===== src/hdl/task_ready_and_wait_timer_table_defines.svh =====
// Assertion macros for the task ready and wait timer table.
// Depends on nothing; taken in by the top level only.
`ifndef TASK_READY_AND_WAIT_TIMER_TABLE_DEFINES_SVH
`define TASK_READY_AND_WAIT_TIMER_TABLE_DEFINES_SVH

// Check that the consequent holds in the same cycle as the antecedent.
`define TRWT_ASSERT_SAME(lbl, ante, cons, msg) \
    lbl: assert property (@(posedge clk) disable iff (!rst_n) (ante) |-> (cons)) \
        else $error(msg);

// Check that the consequent holds in the cycle after the antecedent.
`define TRWT_ASSERT_NEXT(lbl, ante, cons, msg) \
    lbl: assert property (@(posedge clk) disable iff (!rst_n) (ante) |=> (cons)) \
        else $error(msg);

`endif


===== src/hdl/trwt_pkg.sv =====
// Shared types and constants for the task ready and wait timer table.
// Used by trwt_ctrl, trwt_dp and the top level; depends on nothing.
package trwt_pkg;

    localparam int MASK_W  = 8;
    localparam int COUNT_W = 8;
    localparam int KIND_W  = 3;
    localparam int TASK_W  = 4;

    localparam logic [KIND_W-1:0] KIND_TICK    = 3'd0;
    localparam logic [KIND_W-1:0] KIND_REQUEST = 3'd1;
    localparam logic [KIND_W-1:0] KIND_WAIT    = 3'd2;
    localparam logic [KIND_W-1:0] KIND_EXIT    = 3'd3;
    localparam logic [KIND_W-1:0] KIND_CLEAR   = 3'd4;

    typedef struct packed {
        logic [KIND_W-1:0]  kind;
        logic [TASK_W-1:0]  task_req;
        logic [COUNT_W-1:0] wait_ticks;
    } in_t;

    typedef struct packed {
        logic [MASK_W-1:0] ready_mask;
        logic [MASK_W-1:0] waiting_mask;
        logic [MASK_W-1:0] expired_mask;
    } out_t;

    typedef struct packed {
        logic load;
        logic apply;
    } ctrl_t;

endpackage


===== src/hdl/trwt_ctrl.sv =====
// Controller for the task ready and wait timer table: sequences each beat
// through capture, apply and report. Depends on trwt_pkg.
module trwt_ctrl
(
    input  logic            clk,
    input  logic            rst_n,
    input  logic            start,
    output logic            busy,
    output logic            done,
    output trwt_pkg::ctrl_t ctl
);

    typedef enum logic [1:0] {
        ST_IDLE,
        ST_EXEC,
        ST_DONE
    } state_t;

    state_t state_reg;
    state_t state_next;
    logic   busy_reg;
    logic   busy_next;
    logic   done_reg;
    logic   done_next;

    always_comb
    begin
        state_next = state_reg;
        unique case (state_reg)
            ST_IDLE:
            begin
                if (start)
                begin
                    state_next = ST_EXEC;
                end
            end
            ST_EXEC:
            begin
                state_next = ST_DONE;
            end
            ST_DONE:
            begin
                state_next = ST_IDLE;
            end
            default:
            begin
                state_next = ST_IDLE;
            end
        endcase
        busy_next = (state_next != ST_IDLE);
        done_next = (state_next == ST_DONE);
    end

    always_ff @(posedge clk or negedge rst_n)
    begin
        if (!rst_n)
        begin
            state_reg <= ST_IDLE;
            busy_reg  <= 1'b0;
            done_reg  <= 1'b0;
        end
        else
        begin
            state_reg <= state_next;
            busy_reg  <= busy_next;
            done_reg  <= done_next;
        end
    end

    assign busy      = busy_reg;
    assign done      = done_reg;
    assign ctl.load  = start && !busy_reg;
    assign ctl.apply = (state_reg == ST_EXEC);

endmodule


===== src/hdl/trwt_dp.sv =====
// Datapath for the task ready and wait timer table: command register, one
// lane of flags and countdown per task, and the result register. Depends on trwt_pkg.
module trwt_dp
#(
    parameter int NUM_TASKS = 8
)
(
    input  logic            clk,
    input  logic            rst_n,
    input  trwt_pkg::ctrl_t ctl,
    input  trwt_pkg::in_t   cmd,
    output trwt_pkg::out_t  result
);

    localparam int MASK_W  = trwt_pkg::MASK_W;
    localparam int COUNT_W = trwt_pkg::COUNT_W;

    trwt_pkg::in_t  cmd_reg;
    trwt_pkg::out_t result_reg;
    trwt_pkg::out_t result_next;

    logic [NUM_TASKS-1:0] rdy_next;
    logic [NUM_TASKS-1:0] wt_next;
    logic [NUM_TASKS-1:0] exp_lane;

    always_ff @(posedge clk)
    begin
        if (ctl.load)
        begin
            cmd_reg <= cmd;
        end
    end

    for (genvar i = 0; i < NUM_TASKS; i++)
    begin : g_lane
        logic               hit;
        logic               rdy_reg;
        logic               rdy_nx;
        logic               wt_reg;
        logic               wt_nx;
        logic [COUNT_W-1:0] cnt_reg;
        logic [COUNT_W-1:0] cnt_nx;
        logic               exp_nx;

        assign hit = (32'(cmd_reg.task_req) == i + 1);

        always_comb
        begin
            rdy_nx = rdy_reg;
            wt_nx  = wt_reg;
            cnt_nx = cnt_reg;
            exp_nx = 1'b0;
            if (ctl.apply)
            begin
                unique case (cmd_reg.kind)
                    trwt_pkg::KIND_TICK:
                    begin
                        if (wt_reg)
                        begin
                            cnt_nx = cnt_reg - COUNT_W'(1);
                            if (cnt_reg == COUNT_W'(1))
                            begin
                                wt_nx  = 1'b0;
                                exp_nx = 1'b1;
                            end
                        end
                    end
                    trwt_pkg::KIND_REQUEST:
                    begin
                        if (hit)
                        begin
                            rdy_nx = 1'b1;
                        end
                    end
                    trwt_pkg::KIND_WAIT:
                    begin
                        if (hit)
                        begin
                            wt_nx  = 1'b1;
                            cnt_nx = cmd_reg.wait_ticks;
                        end
                    end
                    trwt_pkg::KIND_EXIT:
                    begin
                        if (hit)
                        begin
                            rdy_nx = 1'b0;
                            wt_nx  = 1'b0;
                            cnt_nx = '0;
                        end
                    end
                    trwt_pkg::KIND_CLEAR:
                    begin
                        rdy_nx = 1'b0;
                        wt_nx  = 1'b0;
                        cnt_nx = '0;
                    end
                    default:
                    begin
                        rdy_nx = rdy_reg;
                    end
                endcase
            end
        end

        always_ff @(posedge clk or negedge rst_n)
        begin
            if (!rst_n)
            begin
                rdy_reg <= 1'b0;
                wt_reg  <= 1'b0;
                cnt_reg <= '0;
            end
            else
            begin
                rdy_reg <= rdy_nx;
                wt_reg  <= wt_nx;
                cnt_reg <= cnt_nx;
            end
        end

        assign rdy_next[i] = rdy_nx;
        assign wt_next[i]  = wt_nx;
        assign exp_lane[i] = exp_nx;
    end

    for (genvar b = 0; b < MASK_W; b++)
    begin : g_mask
        if (b < NUM_TASKS)
        begin : g_used
            assign result_next.ready_mask[b]   = rdy_next[b];
            assign result_next.waiting_mask[b] = wt_next[b];
            assign result_next.expired_mask[b] = exp_lane[b];
        end
        else
        begin : g_unused
            assign result_next.ready_mask[b]   = 1'b0;
            assign result_next.waiting_mask[b] = 1'b0;
            assign result_next.expired_mask[b] = 1'b0;
        end
    end

    always_ff @(posedge clk)
    begin
        if (ctl.apply)
        begin
            result_reg <= result_next;
        end
    end

    assign result = result_reg;

endmodule


===== src/hdl/task_ready_and_wait_timer_table.sv =====
// Top level of the task ready and wait timer table.
// Depends on trwt_pkg, trwt_ctrl, trwt_dp and the assertion macro header.
//
// Usage:
//   A command beat (kind, task_req, wait_ticks on cmd) is taken at a rising
//   edge where start is high and busy is low. busy rises the cycle after.
//   kind: tick, request, wait timer, exit, clear all; a request, wait or
//   exit for task 0 or above NUM_TASKS, or an unused kind, changes nothing.
//   One result beat per command: done is high for exactly one cycle and
//   result carries the ready, waiting and expired masks as they stand after
//   the command. Bit i-1 of each mask is task i, tasks 1 to 8 only.
//   Flow: the command is captured at the accepting edge, applied in the
//   controller's apply state, and done is high in its report state; busy
//   falls with done, so a new command is taken only after the report.
//   All task lanes update together in the apply cycle.
//   The receiver cannot stall: a result not taken in its done cycle is gone.
//   Reset clears every flag and count and returns the controller to idle.
`include "task_ready_and_wait_timer_table_defines.svh"

module task_ready_and_wait_timer_table
#(
    parameter int NUM_TASKS = 8
)
(
    input  logic           clk,
    input  logic           rst_n,
    input  logic           start,
    output logic           busy,
    input  trwt_pkg::in_t  cmd,
    output logic           done,
    output trwt_pkg::out_t result
);

    trwt_pkg::ctrl_t ctl;
    logic            expired_clash;

    trwt_ctrl u_ctrl
    (
        .clk   (clk),
        .rst_n (rst_n),
        .start (start),
        .busy  (busy),
        .done  (done),
        .ctl   (ctl)
    );

    trwt_dp
    #(
        .NUM_TASKS (NUM_TASKS)
    )
    u_dp
    (
        .clk    (clk),
        .rst_n  (rst_n),
        .ctl    (ctl),
        .cmd    (cmd),
        .result (result)
    );

    assign expired_clash = |(result.expired_mask & result.waiting_mask);

    `TRWT_ASSERT_NEXT(a_accept_busy, start && !busy, busy, "busy not raised after accept")
    `TRWT_ASSERT_SAME(a_done_busy, done, busy, "done outside a busy window")
    `TRWT_ASSERT_NEXT(a_done_release, done, !busy && !done, "busy held after done")
    `TRWT_ASSERT_SAME(a_expired_left, done, !expired_clash, "expired task still waiting")

endmodule

===== config.mk =====
export PLATFORM = sky130hd
export DESIGN_NAME = task_ready_and_wait_timer_table
export DESIGN_NICKNAME = d
export VERILOG_FILES = /design/src/hdl/trwt_pkg.sv /design/src/hdl/trwt_ctrl.sv /design/src/hdl/trwt_dp.sv /design/src/hdl/task_ready_and_wait_timer_table.sv
export VERILOG_INCLUDE_DIRS = /design/src /design/src/hdl
export SDC_FILE = /design/constraint.sdc
export NUM_CORES = 1
export LEC_CHECK = 0
export BUFFER_PORTS_ARGS = -buffer_cell sky130_fd_sc_hd__buf_2
export CAP_MARGIN = 10
export CORE_ASPECT_RATIO = 1.4
export CORE_UTILIZATION = 27
export DETAILED_ROUTE_END_ITERATION = 16
export HOLD_SLACK_MARGIN = 0.03
export PLACE_DENSITY = 0.48
export SLEW_MARGIN = 10
export SYNTH_ARGS = -nofsm -noshare
export SYNTH_HDL_FRONTEND = slang
export SYNTH_HIERARCHICAL = 1
export SYNTH_SLANG_ARGS = --single-unit

===== constraint.sdc =====
create_clock -name clk -period 7.85 [get_ports clk]
set_clock_uncertainty 0.05 [all_clocks]
set_input_delay 0.785 -clock clk [delete_from_list [all_inputs] [get_ports clk]]
set_output_delay 0.785 -clock clk [all_outputs]
set_load 0.03 [all_outputs]

==> run_results.csv, run 1 <==
group,metric,value,unit
sta,fmax,0.356,GHz
sta,period_needed,2.81,ns
grt,grt_max_degree,56,
floorplanning,dieArea,24700,µm²
routing,vias,5216,
finish,fillCellCount,2410,
placement,dpl.hpwl,11.3,mm
synthesis,ys.flop_type,"dfrtp_1",
synthesis,async_flop_share,68.3,%
worst_setup_path,cpPeakStageDelay,0.69,ns
synthesis,synthCells,638,
worst_setup_path,cp-start-kind,"register",
synthesis,synthTopCellsByCount,"84 x dfrtp_1, 73 x o21ai_1, 52 x a21oi_1",
routing,via_per_inst,5.30,
worst_setup_path,critPathKind,"reg -> reg",
sta,hold_violations,0,
finish,largest_reg_flops,64,
synthesis,synth_edf_count,39,
placement,numPortBuffers,43,
grt,antenna_found_initial,0,
routing,drt_iter0_drc,408,
sta,slew-limit-headroom,39.4,%
floorplanning,initial_utilization,27.7,%
clock_tree,cts_made_buffers,17,
clock_tree,insertion_delay,0.41,ns
floorplanning,die_w,133,µm
synthesis,synth.most_common_cell,"dfrtp_1",
clock_tree,cts_hold_buf,0,
routing,drc,0,
finish,n_antenna_cell,0,
routing,wl,17.0,mm
sta,whs,0.253,ns
synthesis,yosysTopAreaCell,"dfrtp_1",
grt,grt_pass1_wl,27.8,mm
floorplanning,core_area,23500,µm²
sta,setup_tns,0,ns
floorplanning,die_h,186,µm
clock_tree,cts_root_buf,"clkbuf_16",
pwr,p_leak,2.98,nW
pwr,peakVddDrop,151,µV
finish,drive_gt1_share,16.6,%
clock_tree,clock-sinks,123,
grt,grt_overflow,0,
pwr,fin_total_pwr,2.65,mW
finish,final_cells,985,
finish,nNetsFinal,700,
pwr,p_per_area,350,nW/µm²
clock_tree,ctsResizeCount,0,
worst_setup_path,cp.required,8.09,ns
synthesis,synth_cell_types,61,
sta,tightest_slew,0.905,ns
floorplanning,num_rows,66,
clock_tree,cts_setup_buffers,0,
run_status,outcome,"finished clean",
sta,report.final.slew_viol_count,0,
clock_tree,clk_pin_slew,0.06,ns
synthesis,synth_area_leaders,"dfrtp_1 32%, edfxtp_1 18%, o21ai_1 5.6%",
sta,rsz0062_at_grt,"false",
synthesis,synth_area_per_cell,10.2,µm²
worst_setup_path,arrival,3.05,ns
synthesis,ys_seq_elements,123,
grt,first_global_vias,5277,
clock_tree,cts_tree,"done",
clock_tree,cts.htree.levels,4,
sta,fin_crit_sh,35.8,%
clock_tree,clock_path_buffers,2,
synthesis,syn_nets,672,
finish,area_growth,16.6,%
worst_setup_path,cp-end-kind,"register",
routing,ant_nets,0,
routing,wl_per_cell,17.3,µm
synthesis,ys_seq_area_share,50.4,%
grt,track_usage,14.5,%
worst_setup_path,crit_fanout,30,
synthesis,netlist_area,6500,µm²
job,cap_viol_max_count,0,
placement,place_congestion,0.796,
synthesis,ys_warn_count,6,
worst_setup_path,slowest_stage,"edfxtp_1",
hold_path,hp-class,"in -> async",
worst_setup_path,cp_cell_sequence,"nor2b_4, buf_4, or2_1, o21ai_1, mux2_2",
sta,final-setup-viol-count,0,
placement,dp.cells,952,
routing,dr.pass1.iters,6,
floorplanning,io_pins,44,
synthesis,synth_top_area_share,32.4,%
-- cells in the final DEF, fill, tap and decap left out, types with 3 or more instances in the layout --
cell       instances
nor4b_1            3
clkbuf_1           5
o21ai_0           13
a41oi_1            3
clkinv_2           4
clkbuf_16         17
o22ai_1           10
nor4_1             8
a221oi_1           8
nand4_1            4
nor4b_4            4
o21ai_1           73
nand2_1           29
a31oi_1           35
or2_1              5
buf_4              8
edfxtp_1          39
nor2b_1            4
nand3_1            6
or4_1              4
nor2_1            29
a211oi_1          19
nor3b_2            3
nor3b_1            4
a32oi_2            6
a21oi_1           52
a311oi_1           4
inv_1             41
and2_1             9
or2_2              3
mux2i_1            5
buf_2             42
nor3_1            32
bufinv_16          4
mux2_2             8
dfrtp_1           84
ha_1              16
-- metal layers --
metal	vias up	routed length [µm]	GRT usage [%]
met1	2571	7400	17.5
met5	-	0	0
met4	0	638	8.82
li1	2445	-	-
met2	156	8210	23.8
met3	44	802	3.16
-- through the flow --
| stage | setup slack (ns) | instance area, µm² | util (%) |
|---|---|---|---|
| 5_1_grt | 4.86 | 7580 | 32.3 |
| 6_report | 5.04 | 7580 | 32.3 |
| 3_3_place_gp | 4.93 | 6950 | 29.7 |
| 4_1_cts | 4.83 | 7560 | 32.2 |
| 2_1_floorplan | 4.66 | 6500 | - |
| 3_5_place_dp | 4.85 | 6950 | 29.7 |
-- critical path: cells and delay by family (launching register included) --
kind                   cells  cell delay (ns)
muxes                      1             0.28
buffers and inverters      1             0.46
DFF                        1             0.69
AOI/OAI and AO/OA          1             0.11
and+or+nand+nor            2             1.08
-- where the power goes --
group	leakage (nW)	switching, mW	internal [mW]	total, mW
combinational	1.22	0.497	0.328	0.825
sequential	1.46	0.168	0.848	1.02
clock	0.296	0.272	0.536	0.808
total	2.98	0.937	1.71	2.65
-- cell families (layout without fill, tap and decap cells) --
family                     Yosys count  count (layout)  synth area share, %
AOI/OAI and AO/OA                  237             237                 23.2
adders and majority gates           16              16                 3.08
DFF                                123             123                 50.4
muxes                               13              13                 2.16
and+or+nand+nor                    166             166                 15.5
buffers and inverters               83             124                 5.72
-- layout make-up --
type | instances | area, µm² | area share [%]
inverters | 41 | 154 | 2.03
multi-input cells | 432 | 2870 | 37.9
clock inverters | 9 | 144 | 1.90
clock buffers | 23 | 458 | 6.04
well taps | 306 | 383 | 5.05
flip-flops and latches | 123 | 3270 | 43.2
repair buffers | 51 | 290 | 3.83
-- final timing paths --
path,endpoint,depth (start not counted),from,slack [ns]
worst min register to register,u_dp/g_lane[0].cnt_reg[7],2,u_dp/g_lane[0].cnt_reg[7],0.46
worst min-delay path,u_dp/g_lane[5].cnt_reg[5],1,rst_n,0.25
worst max-delay path,u_dp/g_lane[4].cnt_reg[1],5,u_dp/cmd_reg[14],5.04
worst max register to register,u_dp/g_lane[4].cnt_reg[1],5,u_dp/cmd_reg[14],5.04
min in group clk,u_dp/g_lane[0].cnt_reg[7],2,u_dp/g_lane[0].cnt_reg[7],0.46
max in group asynchronous,u_dp/g_lane[6].rdy_reg,2,rst_n,6.42
Power figures use the tool's default switching activity.
==> run 2, diff against run 1 <==
--- a/config.mk
+++ b/config.mk
@@ -12,7 +12,7 @@
 export CORE_UTILIZATION = 27
 export DETAILED_ROUTE_END_ITERATION = 16
 export HOLD_SLACK_MARGIN = 0.03
-export PLACE_DENSITY = 0.48
+export PLACE_DENSITY = 0.49
 export SLEW_MARGIN = 10
 export SYNTH_ARGS = -nofsm -noshare
 export SYNTH_HDL_FRONTEND = slang
==> constraint.sdc (replaced) <==
create_clock -name clk -period 2.3 [get_ports clk]
set_clock_uncertainty 0.05 [all_clocks]
set_input_delay 0.23 -clock clk [delete_from_list [all_inputs] [get_ports clk]]
set_output_delay 0.23 -clock clk [all_outputs]
set_load 0.03 [all_outputs]
==> run_results.csv, run 2 (synthesized netlist as in run 1, its figures left out) <==
group,metric,value,unit
run_status,outcome,"finished clean",
floorplanning,core_area,23500,µm²
placement,dp.cells,987,
sta,worst_slack,0.232,ns
routing,ant_nets,0,
pwr,p_per_area,1150,nW/µm²
routing,wl,17.8,mm
clock_tree,cts_made_buffers,17,
floorplanning,io_pins,44,
finish,postLayoutCellArea,8020,µm²
pwr,p_leak,3.22,nW
worst_setup_path,crit_start,"u_dp/cmd_reg[14]",
worst_setup_path,cp.required,2.59,ns
worst_setup_path,crit_fanout,38,
routing,via_per_inst,5.08,
sta,report.final.slew_viol_count,0,
clock_tree,ctsResizeCount,0,
placement,place_congestion,0.772,
sta,setup_tns,0,ns
clock_tree,clk_pin_slew,0.05,ns
sta,tightest_slew,0.973,ns
routing,drc,0,
finish,area_growth,23.4,%
worst_setup_path,reg2regPathDepth,5,
worst_setup_path,cp-end-kind,"register",
floorplanning,die_w,133,µm
worst_setup_path,arrival,2.35,ns
sta,period_needed,2.07,ns
grt,grt_overflow,0,
clock_tree,cts_setup_buffers,0,
floorplanning,dieArea,24700,µm²
finish,final_cells,1036,
clock_tree,clock-sinks,123,
sta,hold_violations,0,
worst_setup_path,rrSetupSlack,0.23,ns
worst_setup_path,cp_cell_sequence,"nor3b_4, nor2_4, buf_4, a31oi_1, o22ai_1",
worst_setup_path,r2r-end,"u_dp/g_lane[7].cnt_reg[3]",
worst_setup_path,path_delay_family,"simple AND/OR/NAND/NOR gates",
routing,wl_per_cell,17.1,µm
worst_setup_path,slowest_stage,"nor2_4",
finish,nNetsFinal,751,
worst_setup_path,r2r_start,"u_dp/cmd_reg[14]",
placement,place_ws,0.250,ns
worst_setup_path,cp-start-kind,"register",
finish,final_common_cell,"dfrtp_1",
sta,slew-limit-headroom,35.0,%
floorplanning,initial_utilization,27.7,%
grt,grt_max_degree,52,
sta,rsz0062_at_grt,"false",
sta,fmax,0.484,GHz
finish,mostFrequentLayoutCells,"84 x dfrtp_1, 73 x o21ai_1, 52 x a21oi_1",
clock_tree,cts_root_buf,"clkbuf_16",
grt,track_usage,15.1,%
grt,grt_pass1_wl,28.6,mm
finish,fin_util,34.2,%
job,cap_viol_max_count,0,
floorplanning,die_h,186,µm
clock_tree,cts.htree.levels,4,
routing,drt_iter0_drc,257,
clock_tree,cts_hold_buf,17,
placement,numPortBuffers,43,
clock_tree,clock_path_buffers,2,
worst_setup_path,crit_buf_inv,1,
clock_tree,cts_tree,"done",
clock_tree,insertion_delay,0.42,ns
hold_path,hp-class,"in -> async",
worst_setup_path,critPathKind,"reg -> reg",
placement,dpl.hpwl,12.0,mm
finish,drive_gt1_share,20.3,%
placement,dpl_cell_area,7240,µm²
finish,n_antenna_cell,0,
worst_setup_path,cpPeakStageDelay,0.74,ns
finish,largest_reg_flops,64,
pwr,peakVddDrop,474,µV
sta,fin_crit_sh,89.9,%
sta,final-setup-viol-count,0,
routing,vias,5261,
floorplanning,num_rows,66,
grt,antenna_found_initial,0,
routing,dr.pass1.iters,4,
grt,first_global_vias,5362,
run 2: changes by cell type in the layout (fill, tap and decap cells not counted), sizes merged:
cell and change:
clkinv +1, clkbuf -1, buf +34, dlygate4sd3 +17
run 2: metal layers:
metal	share of wire (%)	GRT usage [%]	vias to the layer above
met5	0	0	-
li1	-	-	2554
met4	1.8	6.36	0
met3	2.5	2.75	22
met1	44	17.7	2584
met2	52	27.0	101
run 2: layout make-up:
cell class	count	area (µm²)
fillers	2439	15400
flip-flops and latches	123	3270
multi-input cells	432	2870
repair buffers	102	728
clock buffers	22	454
well taps	306	383
inverters	41	154
clock inverters	10	149
run 2: worst max path at each step:
stage	end	slack, ns	depth (start not counted)
floorplan	u_dp/result[10]	0.07	6
global placement	u_dp/g_lane[7].cnt_reg[3]	0.25	5
detailed placement	u_dp/g_lane[7].cnt_reg[3]	0.25	5
CTS	u_dp/result[9]	0.25	4
global route	u_dp/g_lane[7].cnt_reg[3]	0.08	6
finish	u_dp/g_lane[7].cnt_reg[3]	0.23	5
run 2: stage by stage:
stage          hold slack, ns  power, mW
4_1_cts                 0.247       9.30
5_1_grt                 0.271       9.87
6_report                0.240       9.22
2_1_floorplan          -0.116       5.52
3_5_place_dp            0.149       6.44
3_3_place_gp            0.143       6.46
run 2: power by group:
group / internal (mW) / switching, mW / total, mW
clock: 1.83 / 0.946 / 2.77
sequential: 2.89 / 0.549 / 3.44
combinational: 1.27 / 1.74 / 3.01
total: 5.99 / 3.23 / 9.22
==> run 3, diff against run 2 <==
==> constraint.sdc (replaced) <==
create_clock -name clk -period 1.67 [get_ports clk]
set_clock_uncertainty 0.05 [all_clocks]
set_input_delay 0.167 -clock clk [delete_from_list [all_inputs] [get_ports clk]]
set_output_delay 0.167 -clock clk [all_outputs]
set_load 0.03 [all_outputs]
==> run_results.csv, run 3 (synthesized netlist as in run 1, its figures left out) <==
group,metric,value,unit
hold_path,hp-class,"in -> async",
finish,n_antenna_cell,0,
floorplanning,num_rows,66,
sta,slew-limit-headroom,61.9,%
routing,drc,0,
placement,dpl.hpwl,13.1,mm
sta,tightest_slew,0.571,ns
run_status,violations,"negative setup slack",
routing,wl_per_cell,17.4,µm
sta,worst_slack,-0.200,ns
grt,antenna_found_initial,0,
floorplanning,die_w,133,µm
placement,dpl_cell_area,8360,µm²
worst_setup_path,path_delay_family,"flip-flops",
pwr,fin_total_pwr,15.1,mW
sta,rsz0062_at_grt,"true",
grt,grt_overflow,0,
routing,ant_nets,0,
routing,drt_iter0_drc,363,
floorplanning,die_h,186,µm
pwr,p_per_area,1440,nW/µm²
grt,track_usage,16.1,%
clock_tree,clock_path_buffers,2,
clock_tree,cts_tree,"done",
grt,first_global_vias,5860,
floorplanning,core_area,23500,µm²
sta,whs,0.139,ns
routing,wl,20.8,mm
finish,mostFrequentLayoutCells,"120 x buf_4, 84 x dfrtp_1, 63 x o21ai_1",
finish,nNetsFinal,910,
sta,fin_crit_sh,112,%
routing,vias,6078,
floorplanning,initial_utilization,27.7,%
grt,grt_max_degree,36,
worst_setup_path,rrSetupSlack,-0.20,ns
clock_tree,insertion_delay,0.42,ns
sta,final-setup-viol-count,84,
clock_tree,clock-sinks,123,
worst_setup_path,slowest_stage,"edfxtp_1",
finish,postLayoutCellArea,10500,µm²
sta,fmax,0.535,GHz
sta,hold_violations,0,
pwr,p_leak,4.34,nW
worst_setup_path,cp-end-kind,"register",
clock_tree,cts.htree.levels,4,
placement,numPortBuffers,43,
job,cap_viol_max_count,0,
floorplanning,dieArea,24700,µm²
worst_setup_path,crit_buf_inv,2,
routing,dr.pass1.iters,5,
finish,final_common_cell,"buf_4",
worst_setup_path,crit_fanout,6,
worst_setup_path,crit_start,"u_dp/cmd_reg[14]",
clock_tree,clk_pin_slew,0.06,ns
clock_tree,cts_made_buffers,17,
worst_setup_path,cp-start-kind,"register",
worst_setup_path,cp.required,1.93,ns
pwr,peakVddDrop,786,µV
placement,place_ws,-0.209,ns
finish,largest_reg_flops,64,
run_status,outcome,"finished, violations left",
worst_setup_path,arrival,2.13,ns
finish,area_growth,61.4,%
sta,report.final.slew_viol_count,0,
routing,via_per_inst,5.09,
worst_setup_path,critPathKind,"reg -> reg",
worst_setup_path,cp_cell_sequence,"buf_12, buf_12, or2_4, a32oi_4, mux2_4",
worst_setup_path,cpPeakStageDelay,0.46,ns
sta,period_needed,1.87,ns
floorplanning,io_pins,44,
finish,drive_gt1_share,48.3,%
placement,place_congestion,0.794,
worst_setup_path,r2r_start,"u_dp/cmd_reg[14]",
grt,grt_pass1_wl,30.6,mm
worst_setup_path,crit_top_cell,"buf_12",
clock_tree,cts_root_buf,"clkbuf_16",
run 3: routing by layer:
layer  up-vias  share of wire (%)  track usage (%)
li1       2885                  -                -
met1      3005                 42             19.1
met2       157                 52             28.8
met3        31                3.7             3.02
met4         0                2.1             5.86
met5         -                  0                0
run 3: final cells by class:
| cell class | count | area (µm²) |
|---|---|---|
| Tap cell | 306 | 383 |
| Clock inverter | 13 | 126 |
| Inverter | 41 | 154 |
| Timing Repair Buffer | 261 | 2450 |
| Multi-Input combinational cell | 432 | 3620 |
| Sequential cell | 123 | 3270 |
| Clock buffer | 19 | 475 |
| Fill cell | 2138 | 13000 |
run 3: worst paths after layout:
kind,to,cells past startpoint
hold reg to reg,u_dp/g_lane[3].cnt_reg[7],2
hold / removal,u_dp/g_lane[7].cnt_reg[4],2
setup / recovery,u_dp/g_lane[6].cnt_reg[1],5
setup reg to reg,u_dp/g_lane[6].cnt_reg[1],5
max in group asynchronous,u_dp/g_lane[4].cnt_reg[4],3
min in group clk,u_dp/cmd_reg[7],2
run 3: where the power goes:
| part | switching, mW | total, mW | internal (mW) | leakage [nW] |
|---|---|---|---|---|
| Clock | 1.49 | 3.74 | 2.25 | 0.295 |
| Sequential | 0.697 | 4.68 | 3.98 | 1.46 |
| Combinational | 3.39 | 6.67 | 3.28 | 2.58 |
run 3: metrics by stage:
step / instances / utilization, % / TNS, ns
finish: 1195 / 44.7 / -8.79
detailed placement: 1100 / 35.6 / -10.19
floorplan: 638 / - / -26.60
global placement: 1100 / 35.6 / -9.29
CTS: 1168 / 41.3 / -7.75
global route: 1195 / 44.7 / -14.71
run 3: timing repair:
item | in CTS | in global routing
resized for setup | 99 | 122
pin swaps | 39 | 59
endpoints found under the setup margin | 97 | 99
hold buffers | 17 | 0
cloned | 4 | 6
endpoints found under the hold margin | 101 | 0
buffers inserted | 16 | 24
